**src/rtl/core/signed_alu_with_flags_top_macros.svh**
```systemverilog
// Assertion macros for the signed ALU core.
// Included by modules that carry concurrent checks; no other dependencies.
`ifndef SIGNED_ALU_WITH_FLAGS_TOP_MACROS_SVH
`define SIGNED_ALU_WITH_FLAGS_TOP_MACROS_SVH
`ifndef NO_ASSERTIONS
`define SAWF_ASSERT(lbl, clk, rst_n, prop) \
    lbl: assert property (@(posedge clk) disable iff (!rst_n) prop) \
        else $error("sawf assertion failed");
`define SAWF_NEVER(lbl, clk, rst_n, prop) \
    lbl: assert property (@(posedge clk) disable iff (!rst_n) not (prop)) \
        else $error("sawf forbidden condition seen");
`else
`define SAWF_ASSERT(lbl, clk, rst_n, prop)
`define SAWF_NEVER(lbl, clk, rst_n, prop)
`endif
`endif

```
**src/rtl/core/sawf_pkg.sv**
```systemverilog
// Package for the signed ALU core: opcodes, widths and the pipeline record.
// No dependencies.
`timescale 1ns / 1ps
package sawf_pkg;
    localparam int WORD_W     = 32;
    localparam int DIV_STAGES = WORD_W;

    typedef enum logic [1:0] {
        OP_ADD = 2'd0,
        OP_SUB = 2'd1,
        OP_MUL = 2'd2,
        OP_DIV = 2'd3
    } t_op;

    // Record that travels down the divider stages with every transaction.
    typedef struct packed {
        logic              valid;
        t_op               op;
        logic [WORD_W-1:0] alt;    // add/sub/mul result
        logic              ovf;
        logic              neg_q;  // quotient sign
        logic              a_neg;
        logic              dz;
        logic [WORD_W-1:0] dvs;    // |divisor|
        logic [WORD_W-1:0] dvd;    // |dividend|, quotient shifts in
        logic [WORD_W-1:0] rem;
    } t_pipe;
endpackage

```
**src/rtl/core/sawf_front.sv**
```systemverilog
// Front end: operand register with add/sub/mul, then flag and divider setup.
// Depends on sawf_pkg.
`timescale 1ns / 1ps
module sawf_front
    import sawf_pkg::*;
(
    input  logic                     i_clk,
    input  logic                     i_rst_n,
    input  logic                     i_en,
    input  logic                     i_valid,
    input  logic [1:0]               i_op,
    input  logic signed [WORD_W-1:0] i_a,
    input  logic signed [WORD_W-1:0] i_b,
    output t_pipe                    o_pipe
);
    logic                       r_s1_valid;
    t_op                        r_s1_op;
    logic [WORD_W-1:0]          r_s1_a;
    logic [WORD_W-1:0]          r_s1_b;
    logic [WORD_W:0]            r_s1_sum;
    logic [WORD_W:0]            r_s1_dif;
    logic signed [2*WORD_W-1:0] r_s1_prod;
    t_pipe                      r_pipe;
    t_pipe                      n_pipe;

    // stage 1: sign-extended add/sub, full-width product
    always_ff @(posedge i_clk) begin
        if (!i_rst_n) begin
            r_s1_valid <= 1'b0;
        end else if (i_en) begin
            r_s1_valid <= i_valid;
        end
        if (i_en) begin
            r_s1_op   <= t_op'(i_op);
            r_s1_a    <= i_a;
            r_s1_b    <= i_b;
            r_s1_sum  <= {i_a[WORD_W-1], i_a} + {i_b[WORD_W-1], i_b};
            r_s1_dif  <= {i_a[WORD_W-1], i_a} - {i_b[WORD_W-1], i_b};
            r_s1_prod <= i_a * i_b;
        end
    end

    // stage 2: pick result, overflow, set up magnitudes for the divider
    always_comb begin
        n_pipe       = '0;
        n_pipe.valid = r_s1_valid;
        n_pipe.op    = r_s1_op;
        case (r_s1_op)
            OP_ADD: begin
                n_pipe.alt = r_s1_sum[WORD_W-1:0];
                n_pipe.ovf = r_s1_sum[WORD_W] ^ r_s1_sum[WORD_W-1];
            end
            OP_SUB: begin
                n_pipe.alt = r_s1_dif[WORD_W-1:0];
                n_pipe.ovf = r_s1_dif[WORD_W] ^ r_s1_dif[WORD_W-1];
            end
            OP_MUL: begin
                n_pipe.alt = r_s1_prod[WORD_W-1:0];
                // high half must be a pure sign extension
                n_pipe.ovf = !((&r_s1_prod[2*WORD_W-1:WORD_W-1]) ||
                               (~|r_s1_prod[2*WORD_W-1:WORD_W-1]));
            end
            default: begin
                n_pipe.alt = '0;
                n_pipe.ovf = 1'b0;
            end
        endcase
        n_pipe.a_neg = r_s1_a[WORD_W-1];
        n_pipe.neg_q = r_s1_a[WORD_W-1] ^ r_s1_b[WORD_W-1];
        n_pipe.dz    = (r_s1_op == OP_DIV) && (r_s1_b == '0);
        n_pipe.dvd   = r_s1_a[WORD_W-1] ? (~r_s1_a + 1'b1) : r_s1_a;
        n_pipe.dvs   = r_s1_b[WORD_W-1] ? (~r_s1_b + 1'b1) : r_s1_b;
        n_pipe.rem   = '0;
    end

    always_ff @(posedge i_clk) begin
        if (!i_rst_n) begin
            r_pipe.valid <= 1'b0;
        end else if (i_en) begin
            r_pipe.valid <= n_pipe.valid;
        end
        if (i_en) begin
            r_pipe.op    <= n_pipe.op;
            r_pipe.alt   <= n_pipe.alt;
            r_pipe.ovf   <= n_pipe.ovf;
            r_pipe.neg_q <= n_pipe.neg_q;
            r_pipe.a_neg <= n_pipe.a_neg;
            r_pipe.dz    <= n_pipe.dz;
            r_pipe.dvs   <= n_pipe.dvs;
            r_pipe.dvd   <= n_pipe.dvd;
            r_pipe.rem   <= n_pipe.rem;
        end
    end

    assign o_pipe = r_pipe;
endmodule

```
**config.mk**
```make
export PLATFORM = sky130hd
export DESIGN_NAME = sawf_front
export DESIGN_NICKNAME = d
export VERILOG_FILES = /design/src/rtl/core/signed_alu_with_flags_top_macros.svh /design/src/rtl/core/sawf_pkg.sv /design/src/rtl/core/sawf_front.sv
export SDC_FILE = /design/constraint.sdc
export NUM_CORES = 2
export LEC_CHECK = 0
export BUFFER_PORTS_ARGS = -buffer_cell sky130_fd_sc_hd__buf_2
export CAP_MARGIN = 20
export CORE_MARGIN = 2
export CORE_UTILIZATION = 50
export DETAILED_ROUTE_END_ITERATION = 10
export PLACE_DENSITY = 0.67
export SKIP_CTS_REPAIR_TIMING = 1
export SYNTH_ARGS = -nofsm -noshare
export SYNTH_HDL_FRONTEND = slang
export SYNTH_SLANG_ARGS = --single-unit
```
**constraint.sdc**
```tcl
create_clock -name i_clk -period 28.4 [get_ports i_clk]
set_input_delay 4.26 -clock i_clk [delete_from_list [all_inputs] [get_ports i_clk]]
set_output_delay 4.26 -clock i_clk [all_outputs]
set_load 0.02 [all_outputs]
```
==> qor.csv <==
metric;value;unit
status;completed;
WHS;0.457;ns
Die Ht;322;microns
routed len/inst;23.1;microns
Mapped Area;0.0505;sq mm
Post-Synth XOR/XNOR Area;0.0321;
Overflow after GRT;0;
DIE AREA;0.104;sq mm
Setup violations, final;0;
Max-Cap Viols;0;
starting density of the core;0.504;
#FFs+latches synth;299;
Unique masters post-synth;73;
Synth async-reset ratio;0;
vias in the first global route;36986;
worst skew pair latency;0.62;ns
Via Count;35242;
top-count cell post-synth;fa_1;
prevailing post-synth register cell;edfxtp_1;
synth warn;0;
gr usage total;0.295;
Core ar.;0.100;sq mm
final worst path period need;12.53;ns
RSZ-0062 raised after global routing;no;
area of the multi-input gates;0.0365;sq mm
global-route wire length before repair;227000;microns
CTS Root Cell;clkbuf_16;
Die X-Extent;322;microns
number of CTS-inserted buffers;35;
register area share after synthesis;0.177;
crit path from;i_a[31];
Hold Vio Cnt, Final;0;
IO Count;205;
Slew @ Worst Pin;1.15;ns
Startpoint Class;input pin;
Vias/cell;5.57;
Final TNS setup;0;ns
Met2 Routed Length;64200;microns
dominant cell type by area after synthesis;fa_1;
Crit Path Max Fanout;21;
clock-pin slew of the registers on the worst-case setup and hold paths;0.06;ns
Final #Nets;6411;
Avg Inst Size Synth;10.1;sq um
Tcrit/Tclk final;0.441;
adder-cell share of the synthesized area;0.492;
arrival time at the worst endpoint;12.88;ns
Highest Signal Layer;met5;
layout cells sized above 1;0.0568;
most frequent cells after synthesis;1084 x fa_1, 1066 x inv_1, 559 x nand2_1;
Sequential Area;0.00896;sq mm
antenna violations before repair;7;
max frequency;0.0798;GHz
Metal-1 WL;58300;microns
Clock Skew;0.0406;ns
Compound-Gate Fraction of Synth Area;0.0542;
reg2reg start;r_s1_b[3];
max-slew violation count;0;
top cells by area, synth;fa_1 43%, edfxtp_1 18%, inv_1 7.9%;
post-synth top area share;0.430;
hold crit path type;reg2reg;
Core Rows;116;
CTS tree;done;
drt drc;0;
DRT Pass-1 Iters;5;
simple-gate area share of the yosys netlist;0.134;
total routed wirelength;146000;microns
ANT nets after route;0;
# diodes;0;
main combinational cell family by area after synthesis;adder cells;
Critical Path RT;28.76;ns
Core Util, Final;0.533;
depth of the CTS H-tree;2;
worst-case clock buffer depth;3;
Fill cells;8910;
largest net degree at the start of global routing;182;
critical path endpoint category;register;
Crit Path Class;in2reg;
Area Growth Syn to Fin;5.69;%
Slew HR;0.235;
Placer Congestion;0.955;
post-DP HPWL;110000;microns
CTS Sinks;299;
R2R Setup Slk;24.60;ns
post-synthesis mux area share;0.00736;
Hold Startpoint;r_s1_a[0];
First DRT Iteration DRCs;3132;
synthesized instance count;5005;
# port buffers;172;
DR WL met3;15900;microns
Post-synth EDFFs;297;
## final timing paths
| kind | cells past startpoint | end |
|---|---|---|
| min reg2reg | 0 | o_pipe[32] |
| max | 26 | r_s1_prod[62] |
| min | 0 | o_pipe[32] |
| max reg2reg | 9 | o_pipe[94] |
## sequential cells by signal, summed over array words and instances (netlist names)
name / count
r_s1_op: 2
r_s1_valid: 1
r_s1_b: 32
r_s1_prod: 64
o_pipe: 103
r_s1_sum: 32
r_s1_dif: 33
r_s1_a: 32
## critical path, cell delays in order
cell       delay, ns
buf_2           0.07
buf_4           0.32
inv_1           0.45
nor2_1          0.29
fa_1            0.49
fa_1            0.52
inv_1           0.14
fa_1            0.56
inv_1           0.07
fa_1            0.81
inv_1           0.38
fa_1            0.58
inv_1           0.06
fa_1            0.53
inv_1           0.05
fa_1            0.47
inv_1           0.05
fa_1            0.47
ha_1            0.38
a21oi_1         0.31
o21ai_0         0.14
a211oi_1        0.41
a31oi_1         0.27
a2111oi_0       0.46
nor3_1          0.12
xor2_1          0.15
## area by class of cell
type | instances | area share
Multi-Input combinational cell | 3388 | 0.683
Sequential cell | 299 | 0.168
Inverter | 1069 | 0.0752
Tap cell | 1298 | 0.0304
Timing Repair Buffer | 213 | 0.0223
Clock buffer | 43 | 0.0170
Clock inverter | 20 | 0.00380
## per-layer routing
metal  up-vias  global-route usage
met4         4               0.131
met2      1802               0.443
met1     18002               0.404
met5         -                   0
met3       353              0.0759
li1      15081                   -
## cells in the final DEF (no fill, tap or decap), types with 21 or more instances in the layout
cell type	instances
fa_1	1084
inv_1	1066
nand2_1	559
and2_1	456
edfxtp_1	297
ha_1	251
buf_2	171
nor2_1	167
xnor2_1	147
a21oi_1	115
o21ai_0	110
a21o_1	59
buf_4	40
xor2_1	38
mux2i_1	36
clkbuf_16	35
conb_1	32
nand3_1	27
o31ai_1	23
nand4_1	21
## metrics by stage
| stage | std cells | worst slack, ns | instance area, sq um |
|---|---|---|---|
| 2_1_floorplan | 5036 | 16.35 | 50600 |
| 3_3_place_gp | 6267 | 15.32 | 52200 |
| 3_5_place_dp | 6267 | 15.32 | 52200 |
| 4_1_cts | 6330 | 15.93 | 53300 |
| 5_1_grt | 6330 | 15.39 | 53300 |
| 6_report | 6330 | 15.87 | 53300 |
## logic make-up after synthesis
group	Yosys count
XOR/XNOR	185
other	1
multiplexers	37
AND/OR/NAND/NOR	1367
flip-flops	299
buffers and inverters	1349
adder cells (fa/ha/maj)	1335
AO/OA/AOI/OAI	432
Power is not shown: default switching activity piles up to over one toggle a cycle in this logic, so the estimate is an artifact.
