**src/rtl/core/signed_alu_with_flags_top_macros.svh**
```systemverilog
// Assertion macros for the signed ALU core.
// Included by modules that carry concurrent checks; no other dependencies.
`ifndef SIGNED_ALU_WITH_FLAGS_TOP_MACROS_SVH
`define SIGNED_ALU_WITH_FLAGS_TOP_MACROS_SVH
`ifndef NO_ASSERTIONS
`define SAWF_ASSERT(lbl, clk, rst_n, prop) \
    lbl: assert property (@(posedge clk) disable iff (!rst_n) prop) \
        else $error("sawf assertion failed");
`define SAWF_NEVER(lbl, clk, rst_n, prop) \
    lbl: assert property (@(posedge clk) disable iff (!rst_n) not (prop)) \
        else $error("sawf forbidden condition seen");
`else
`define SAWF_ASSERT(lbl, clk, rst_n, prop)
`define SAWF_NEVER(lbl, clk, rst_n, prop)
`endif
`endif

```
**src/rtl/core/sawf_pkg.sv**
```systemverilog
// Package for the signed ALU core: opcodes, widths and the pipeline record.
// No dependencies.
`timescale 1ns / 1ps
package sawf_pkg;
    localparam int WORD_W     = 32;
    localparam int DIV_STAGES = WORD_W;

    typedef enum logic [1:0] {
        OP_ADD = 2'd0,
        OP_SUB = 2'd1,
        OP_MUL = 2'd2,
        OP_DIV = 2'd3
    } t_op;

    // Record that travels down the divider stages with every transaction.
    typedef struct packed {
        logic              valid;
        t_op               op;
        logic [WORD_W-1:0] alt;    // add/sub/mul result
        logic              ovf;
        logic              neg_q;  // quotient sign
        logic              a_neg;
        logic              dz;
        logic [WORD_W-1:0] dvs;    // |divisor|
        logic [WORD_W-1:0] dvd;    // |dividend|, quotient shifts in
        logic [WORD_W-1:0] rem;
    } t_pipe;
endpackage

```
**src/rtl/core/sawf_div_stage.sv**
```systemverilog
// One restoring-division step: one quotient bit per register stage.
// Depends on sawf_pkg.
`timescale 1ns / 1ps
module sawf_div_stage
    import sawf_pkg::*;
(
    input  logic  i_clk,
    input  logic  i_rst_n,
    input  logic  i_en,
    input  t_pipe i_pipe,
    output t_pipe o_pipe
);
    logic [WORD_W:0]   shifted;
    logic [WORD_W:0]   diff;
    logic              ge;
    t_pipe             n_pipe;
    t_pipe             r_pipe;

    always_comb begin
        shifted    = {i_pipe.rem, i_pipe.dvd[WORD_W-1]};
        diff       = shifted - {1'b0, i_pipe.dvs};
        ge         = shifted >= {1'b0, i_pipe.dvs};
        n_pipe     = i_pipe;
        n_pipe.rem = ge ? diff[WORD_W-1:0] : shifted[WORD_W-1:0];
        n_pipe.dvd = {i_pipe.dvd[WORD_W-2:0], ge};
    end

    always_ff @(posedge i_clk) begin
        if (!i_rst_n) begin
            r_pipe.valid <= 1'b0;
        end else if (i_en) begin
            r_pipe.valid <= n_pipe.valid;
        end
        if (i_en) begin
            r_pipe.op    <= n_pipe.op;
            r_pipe.alt   <= n_pipe.alt;
            r_pipe.ovf   <= n_pipe.ovf;
            r_pipe.neg_q <= n_pipe.neg_q;
            r_pipe.a_neg <= n_pipe.a_neg;
            r_pipe.dz    <= n_pipe.dz;
            r_pipe.dvs   <= n_pipe.dvs;
            r_pipe.dvd   <= n_pipe.dvd;
            r_pipe.rem   <= n_pipe.rem;
        end
    end

    assign o_pipe = r_pipe;
endmodule
```
**config.mk**
```make
export PLATFORM = sky130hd
export DESIGN_NAME = sawf_div_stage
export DESIGN_NICKNAME = d
export VERILOG_FILES = /design/src/rtl/core/signed_alu_with_flags_top_macros.svh /design/src/rtl/core/sawf_pkg.sv /design/src/rtl/core/sawf_div_stage.sv
export SDC_FILE = /design/constraint.sdc
export NUM_CORES = 1
export LEC_CHECK = 0
export BUFFER_PORTS_ARGS = -buffer_cell sky130_fd_sc_hd__buf_2
export CAP_MARGIN = 40
export CORE_ASPECT_RATIO = 0.75
export CORE_MARGIN = 5
export CORE_UTILIZATION = 48
export DETAILED_ROUTE_END_ITERATION = 10
export PLACE_DENSITY = 0.79
export SLEW_MARGIN = 15
export SYNTH_ARGS = -nofsm -noshare
export SYNTH_HDL_FRONTEND = slang
export SYNTH_SLANG_ARGS = --single-unit
```
**constraint.sdc**
```tcl
create_clock -name i_clk -period 4.3 [get_ports i_clk]
set_clock_uncertainty 0.15 [all_clocks]
set_input_delay 0.215 -clock i_clk [delete_from_list [all_inputs] [get_ports i_clk]]
set_output_delay 0.215 -clock i_clk [all_outputs]
set_load 0.01 [all_outputs]
```
==> run_results.csv, run 1 <==
group,metric,value,unit
outcome,status,"complete, no violations",
global_route,grt_max_degree,67,
placed_design,hpwl,13.7,mm
clock_tree,cts_tree,"built",
placed_design,io_buffers,272,
final_layout,largest_reg_flops,135,
floorplanning,fp.dieH,109,um
detailed_routing,wl,21.6,mm
clock_tree,htree_levels,4,
final_layout,n_fill_cell,834,
power,combPwrFrac,20.8,%
run,drv_cap,0,
clock_tree,cts-resized-gates,0,
final_layout,fin_area,9610,um2
worst_setup_path,critPathCaptureType,"register",
floorplanning,rows,36,
synth,avgSynthCellArea,13.1,um2
clock_tree,clock_latency,0.43,ns
timing,setup_viol,0,
timing,drv_slew,0,
power,p_leak,4.26,nW
floorplanning,die_w,142,um
clock_tree,clock_sinks,135,
power,clkPwrFrac,35.5,%
min_path,worstHoldPathType,"primary input to register",
timing,fmax,264,MHz
worst_setup_path,cp_max_fo,4,
detailed_routing,detail_route.wl_per_cell,20.2,um
detailed_routing,ant_nets,0,
global_route,grt_pass1_wl,31.8,mm
global_route,antenna_found_initial,2,
placed_design,place.gp.congestion,0.853,
timing,worst_pin_slew,0.487,ns
detailed_routing,vias_per_cell,5.32,
timing,hold_violations,0,
synth,synth_edf_count,134,
placed_design,post-place-cells,910,
floorplanning,design.core.area,12900,um2
synth,synth-main-ff-cell,"edfxtp_1",
clock_tree,cts_buffers,17,
clock_tree,clk_pin_slew_worst_paths,0.06,ns
clock_tree,clk_root_buffer_cell,"clkbuf_16",
power,powerDensity,391,nW/um2
timing,period_share,88.1,%
global_route,grt_usage,27.3,%
synth,netlist_instances,480,
detailed_routing,drt_iter0_drc,393,
power,p_int,2.70,mW
floorplanning,die_area,15500,um2
timing,rsz0062_at_grt,"no",
timing,max-slew-margin-rel,67.5,%
power,pwr-share-seq,43.7,%
global_route,grt_pass1_vias,5697,
power,switching_share,28.2,%
floorplanning,start_util,48.6,%
detailed_routing,vias,5694,
global_route,grt.overflow.total,0,
worst_setup_path,arrival,3.82,ns
synth,syn_nets,651,
synth,ys_seq_area_share,64.5,%
floorplanning,io_pins,273,
detailed_routing,firstDrtPassIters,4,
final_layout,layout.nets,1055,
detailed_routing,drc_errors,0,
timing,finalCriticalPeriod,3.79,ns
final_layout,fin_util,74.6,%
synth,ys_types,48,
power,p_sw,1.06,mW
final_layout,drive_gt1_share,35.1,%
placed_design,postPlaceCellArea,7810,um2
synth,ys_seq_elements,135,
clock_tree,cts_max_path_buffers,2,
synth,yosys_warnings,0,
final_layout,syn_to_final_growth,53.4,%
worst_setup_path,worstPathRequired,4.33,ns
worst_setup_path,path_class,"primary input to register",
final_layout,stdcell_count,1071,
synth,netlist_area,6270,um2
power,ir_worst_vdd,279,uV
timing,setup_tns,0,ns
synth,async_flop_share,0,%
worst_setup_path,cp-start-kind,"primary input",
cell type report:
| class | instances | area, um2 | share of cell area [%] |
|---|---|---|---|
| Clock buffer | 18 | 429 | 4.46 |
| Clock inverter | 14 | 101 | 1.05 |
| Sequential cell | 135 | 4040 | 42.1 |
| Antenna cell | 3 | 7.51 | 0.0781 |
| Inverter | 38 | 143 | 1.48 |
| Tap cell | 171 | 214 | 2.23 |
| Multi-Input combinational cell | 290 | 1990 | 20.7 |
| Timing Repair Buffer | 402 | 2680 | 27.9 |
routing by layer:
| layer | routed length (um) | up-vias | global-route usage (%) |
|---|---|---|---|
| li1 | - | 2597 | - |
| met1 | 8210 | 2694 | 31.7 |
| met2 | 10600 | 333 | 46.1 |
| met3 | 1820 | 70 | 8.33 |
| met4 | 992 | 0 | 14.4 |
| met5 | 0 | - | 0 |
cells by family after synthesis:
logic type      share of synthesized area (%)
buf+inv                                  3.65
xor+xnor                                 3.77
simple gates                             7.33
compound gates                           11.7
fa+ha+maj                                6.71
mux                                      2.28
flops                                    64.5
worst paths after layout:
| check | startpoint | to | slack [ns] | depth (start not counted) |
|---|---|---|---|---|
| setup reg to reg | o_pipe[134] | o_pipe[134] | 2.94 | 3 |
| hold / removal | i_pipe[8] | o_pipe[9] | 0.01 | 3 |
| setup / recovery | i_pipe[64] | o_pipe[30] | 0.51 | 13 |
| hold reg to reg | o_pipe[134] | o_pipe[134] | 0.99 | 3 |
power groups by stage:
| stage | Sequential [mW] | Clock (mW) | Combinational (mW) |
|---|---|---|---|
| floorplan | 1.74 | 0 | 0.291 |
| global placement | 1.66 | 0 | 0.653 |
| detailed placement | 1.66 | 0 | 0.668 |
| CTS | 1.64 | 1.33 | 0.764 |
| global route | 1.65 | 1.41 | 0.841 |
| finish | 1.65 | 1.34 | 0.781 |
cells in the final DEF, fill, tap and decap left out, types with 11 or more instances in the layout:
| master | synthesis | final |
|---|---|---|
| o21ai_0 | 16 | 16 |
| inv_1 | 38 | 38 |
| nand2_1 | 27 | 27 |
| ha_1 | 32 | 32 |
| xnor2_1 | 16 | 16 |
| nor2_1 | 36 | 36 |
| a21oi_1 | 54 | 54 |
| a21o_1 | 12 | 12 |
| buf_2 | 8 | 271 |
| xor2_1 | 11 | 11 |
| edfxtp_1 | 134 | 134 |
| clkbuf_16 | 0 | 17 |
| dlygate4sd3_1 | 0 | 126 |
worst max-delay path, cell delays in order:
cell,delay (ns)
dlygate4sd3_1,0.55
buf_2,0.14
ha_1,0.21
fa_1,0.41
nand2b_1,0.19
a21oi_1,0.18
o21ai_0,0.21
o311a_1,0.40
a31oi_1,0.30
a21oi_1,0.21
o41ai_1,0.38
xor2_1,0.11
mux2_1,0.30
through the flow:
stage	power, mW	hold slack (ns)	setup slack (ns)
6_report	3.76	0.0112	0.511
3_5_place_dp	2.33	0.243	0.702
5_1_grt	3.91	0.0142	0.365
2_1_floorplan	2.03	0.164	1.16
3_3_place_gp	2.31	0.242	0.840
4_1_cts	3.73	0.00218	0.596
synth_stat cells (all sizes together) (2+ instances only):
library cell | count | area, um2
edfxtp | 134 | 4020
a21oi | 54 | 270
inv | 38 | 143
nor2 | 36 | 135
ha | 32 | 400
nand2 | 27 | 101
o21ai | 17 | 88.8
xnor2 | 16 | 140
a21o | 12 | 90.1
buf | 11 | 62.6
xor2 | 11 | 96.3
mux2 | 10 | 113
nand3 | 8 | 40.0
nand4 | 7 | 43.8
clkbuf | 6 | 23.8
o21a | 6 | 45.0
a31oi | 5 | 31.3
a211oi | 4 | 35.0
nand2b | 4 | 25.0
nor4 | 4 | 25.0
o211ai | 4 | 30.0
mux2i | 3 | 30.0
nor2b | 3 | 18.8
o21bai | 3 | 22.5
a211o | 2 | 17.5
a2bb2oi | 2 | 17.5
and4 | 2 | 17.5
nor3 | 2 | 10.0
o22ai | 2 | 12.5
o31ai | 2 | 28.8
o41ai | 2 | 17.5
what timing repair did:
item,in CTS,in global routing
hold buffers,126,0
buffers inserted,0,0
hold endpoints to repair,125,0
No activity file was read; power rests on OpenSTA's default activity.
==> run 2, diff against run 1 <==
==> constraint.sdc (replaced) <==
create_clock -name i_clk -period 4.3 [get_ports i_clk]
set_clock_uncertainty 0.15 [all_clocks]
set_input_delay 0.43 -clock i_clk [delete_from_list [all_inputs] [get_ports i_clk]]
set_output_delay 0.43 -clock i_clk [all_outputs]
set_load 0.01 [all_outputs]
==> run_results.csv, run 2 (synthesis results as in run 1) <==
group,metric,value,unit
timing,max-slew-margin-rel,67.7,%
power,p_sw,0.985,mW
clock_tree,cts_tree,"built",
timing,setup_viol,0,
power,pwr-share-seq,43.9,%
floorplanning,die_w,142,um
detailed_routing,wl,17.6,mm
final_layout,syn_to_final_growth,33.9,%
worst_setup_path,crit_chain,"buf_2, inv_1, ha_1, fa_1, nand2b_1, a21oi_1, o21ai_0, o311a_1, a31oi_1, a21oi_1, o41ai_1, xor2_1, mux2_1",
timing,period_share,79.9,%
timing,rsz0062_at_grt,"no",
final_layout,n_fill_cell,1014,
detailed_routing,ant_nets,0,
worst_setup_path,cp-start-kind,"primary input",
final_layout,largest_reg_flops,135,
global_route,grt_pass1_vias,4797,
timing,drv_slew,0,
global_route,grt_max_degree,69,
power,powerDensity,444,nW/um2
timing,fmax,291,MHz
worst_setup_path,crit_start,"i_pipe[63]",
worst_setup_path,ff2ff_path_depth,2,
floorplanning,die_area,15500,um2
detailed_routing,drt_iter0_drc,263,
final_layout,drive_gt1_share,40.9,%
detailed_routing,drc_errors,0,
worst_setup_path,max_stage_delay,0.40,ns
detailed_routing,detail_route.wl_per_cell,18.7,um
detailed_routing,firstDrtPassIters,5,
final_layout,layout_commonest_cell,"buf_2",
worst_setup_path,crit_top_cell,"a21oi_1",
min_path,hold_path_depth,1,
worst_setup_path,arrival,3.45,ns
floorplanning,fp.dieH,109,um
final_layout,layout.nets,929,
power,p_leak,3.75,nW
global_route,antenna_found_initial,2,
timing,worst_pin_slew,0.479,ns
worst_setup_path,critPathCaptureType,"register",
clock_tree,cts_setup_buffers,0,
placed_design,place.gp.congestion,0.860,
clock_tree,clock_sinks,135,
power,ir_worst_vdd,338,uV
placed_design,io_buffers,272,
clock_tree,cts_max_path_buffers,2,
detailed_routing,vias_per_cell,5.17,
min_path,worstHoldPathType,"primary input to register",
clock_tree,cts-resized-gates,0,
global_route,grt_usage,22.4,%
timing,hold_violations,0,
clock_tree,clk_pin_slew_worst_paths,0.06,ns
global_route,top_usage_layer,"met2",
floorplanning,design.core.area,12900,um2
power,p_int,2.74,mW
global_route,grt_use_met1,27.6,%
placed_design,hpwl,13.7,mm
worst_setup_path,cp_max_fo,4,
min_path,min_from,"i_pipe[132]",
worst_setup_path,path_class,"primary input to register",
global_route,grt.overflow.total,0,
power,switching_share,26.4,%
worst_setup_path,worstPathRequired,4.32,ns
clock_tree,clock_latency,0.41,ns
timing,setup_tns,0,ns
global_route,grt_pass1_wl,26.1,mm
worst_setup_path,r2r_start,"o_pipe[134]",
clock_tree,clk_root_buffer_cell,"clkbuf_16",
clock_tree,cts_buffers,17,
clock_tree,htree_levels,4,
outcome,status,"complete, no violations",
floorplanning,io_pins,273,
final_layout,fin_util,65.1,%
floorplanning,rows,36,
power,clkPwrFrac,38.1,%
run,drv_cap,0,
global_route,gr-usage-met2,36.9,%
timing,finalCriticalPeriod,3.43,ns
final_layout,layout_common_cells,"271 x buf_2, 134 x edfxtp_1, 54 x a21oi_1, 38 x inv_1, 36 x nor2_1",
floorplanning,start_util,48.6,%
worst_setup_path,cp_slowest_cell,"fa_1",
power,combPwrFrac,17.9,%
global_route,use_met3,8.77,%
clock_tree,cts_hold_buf,0,
detailed_routing,vias,4880,
-- run 2: power groups by stage --
| stage | Combinational (mW) | Clock, mW | Sequential (mW) |
|---|---|---|---|
| floorplan | 0.291 | 0 | 1.74 |
| global placement | 0.652 | 0 | 1.66 |
| detailed placement | 0.665 | 0 | 1.66 |
| CTS | 0.670 | 1.44 | 1.64 |
| global route | 0.726 | 1.51 | 1.65 |
| finish | 0.667 | 1.42 | 1.64 |
-- run 2: worst max-delay path, delay by kind of cell --
kind / cells / cell delay [ns]
AOI/OAI and AO/OA: 6 / 1.66
xor gates and xnor gates: 1 / 0.12
adders and majority gates: 2 / 0.61
buffers and inverters: 2 / 0.13
muxes: 1 / 0.30
and+or+nand+nor: 1 / 0.18
-- run 2: layout make-up --
class	instances	area, um2	area share [%]
Antenna cell	1	2.50	0.0298
Clock buffer	17	425	5.07
Clock inverter	15	151	1.80
Inverter	38	143	1.70
Multi-Input combinational cell	290	1990	23.8
Sequential cell	135	4040	48.2
Tap cell	171	214	2.55
Timing Repair Buffer	276	1420	16.9
-- run 2: metal layers --
| metal | vias to the layer above | part of all wire (%) |
|---|---|---|
| met5 | - | 0.19 |
| met4 | 4 | 1.7 |
| li1 | 2343 | - |
| met1 | 2309 | 41 |
| met2 | 201 | 49 |
| met3 | 23 | 8.6 |
-- run 2: through the flow --
| stage | total power [mW] | worst slack, ns | cell area, um2 | hold slack, ns | std cells |
|---|---|---|---|---|---|
| after floorplan | 2.03 | 0.949 | 6270 | 0.379 | 480 |
| after global routing | 3.89 | 0.713 | 8390 | 0.00458 | 942 |
| after global placement | 2.31 | 0.615 | 7780 | 0.350 | 909 |
| after detailed placement | 2.33 | 0.492 | 7810 | 0.394 | 910 |
| after CTS | 3.75 | 0.922 | 8390 | 0.0138 | 942 |
| final | 3.72 | 0.865 | 8390 | 0.0336 | 943 |
-- run 2: path summary, 6_finish.rpt --
check	endpoint	slack, ns
worst min-delay path	o_pipe[132]	0.03
worst max-delay path	o_pipe[30]	0.87
worst min register to register	o_pipe[134]	0.43
worst max register to register	o_pipe[134]	3.51
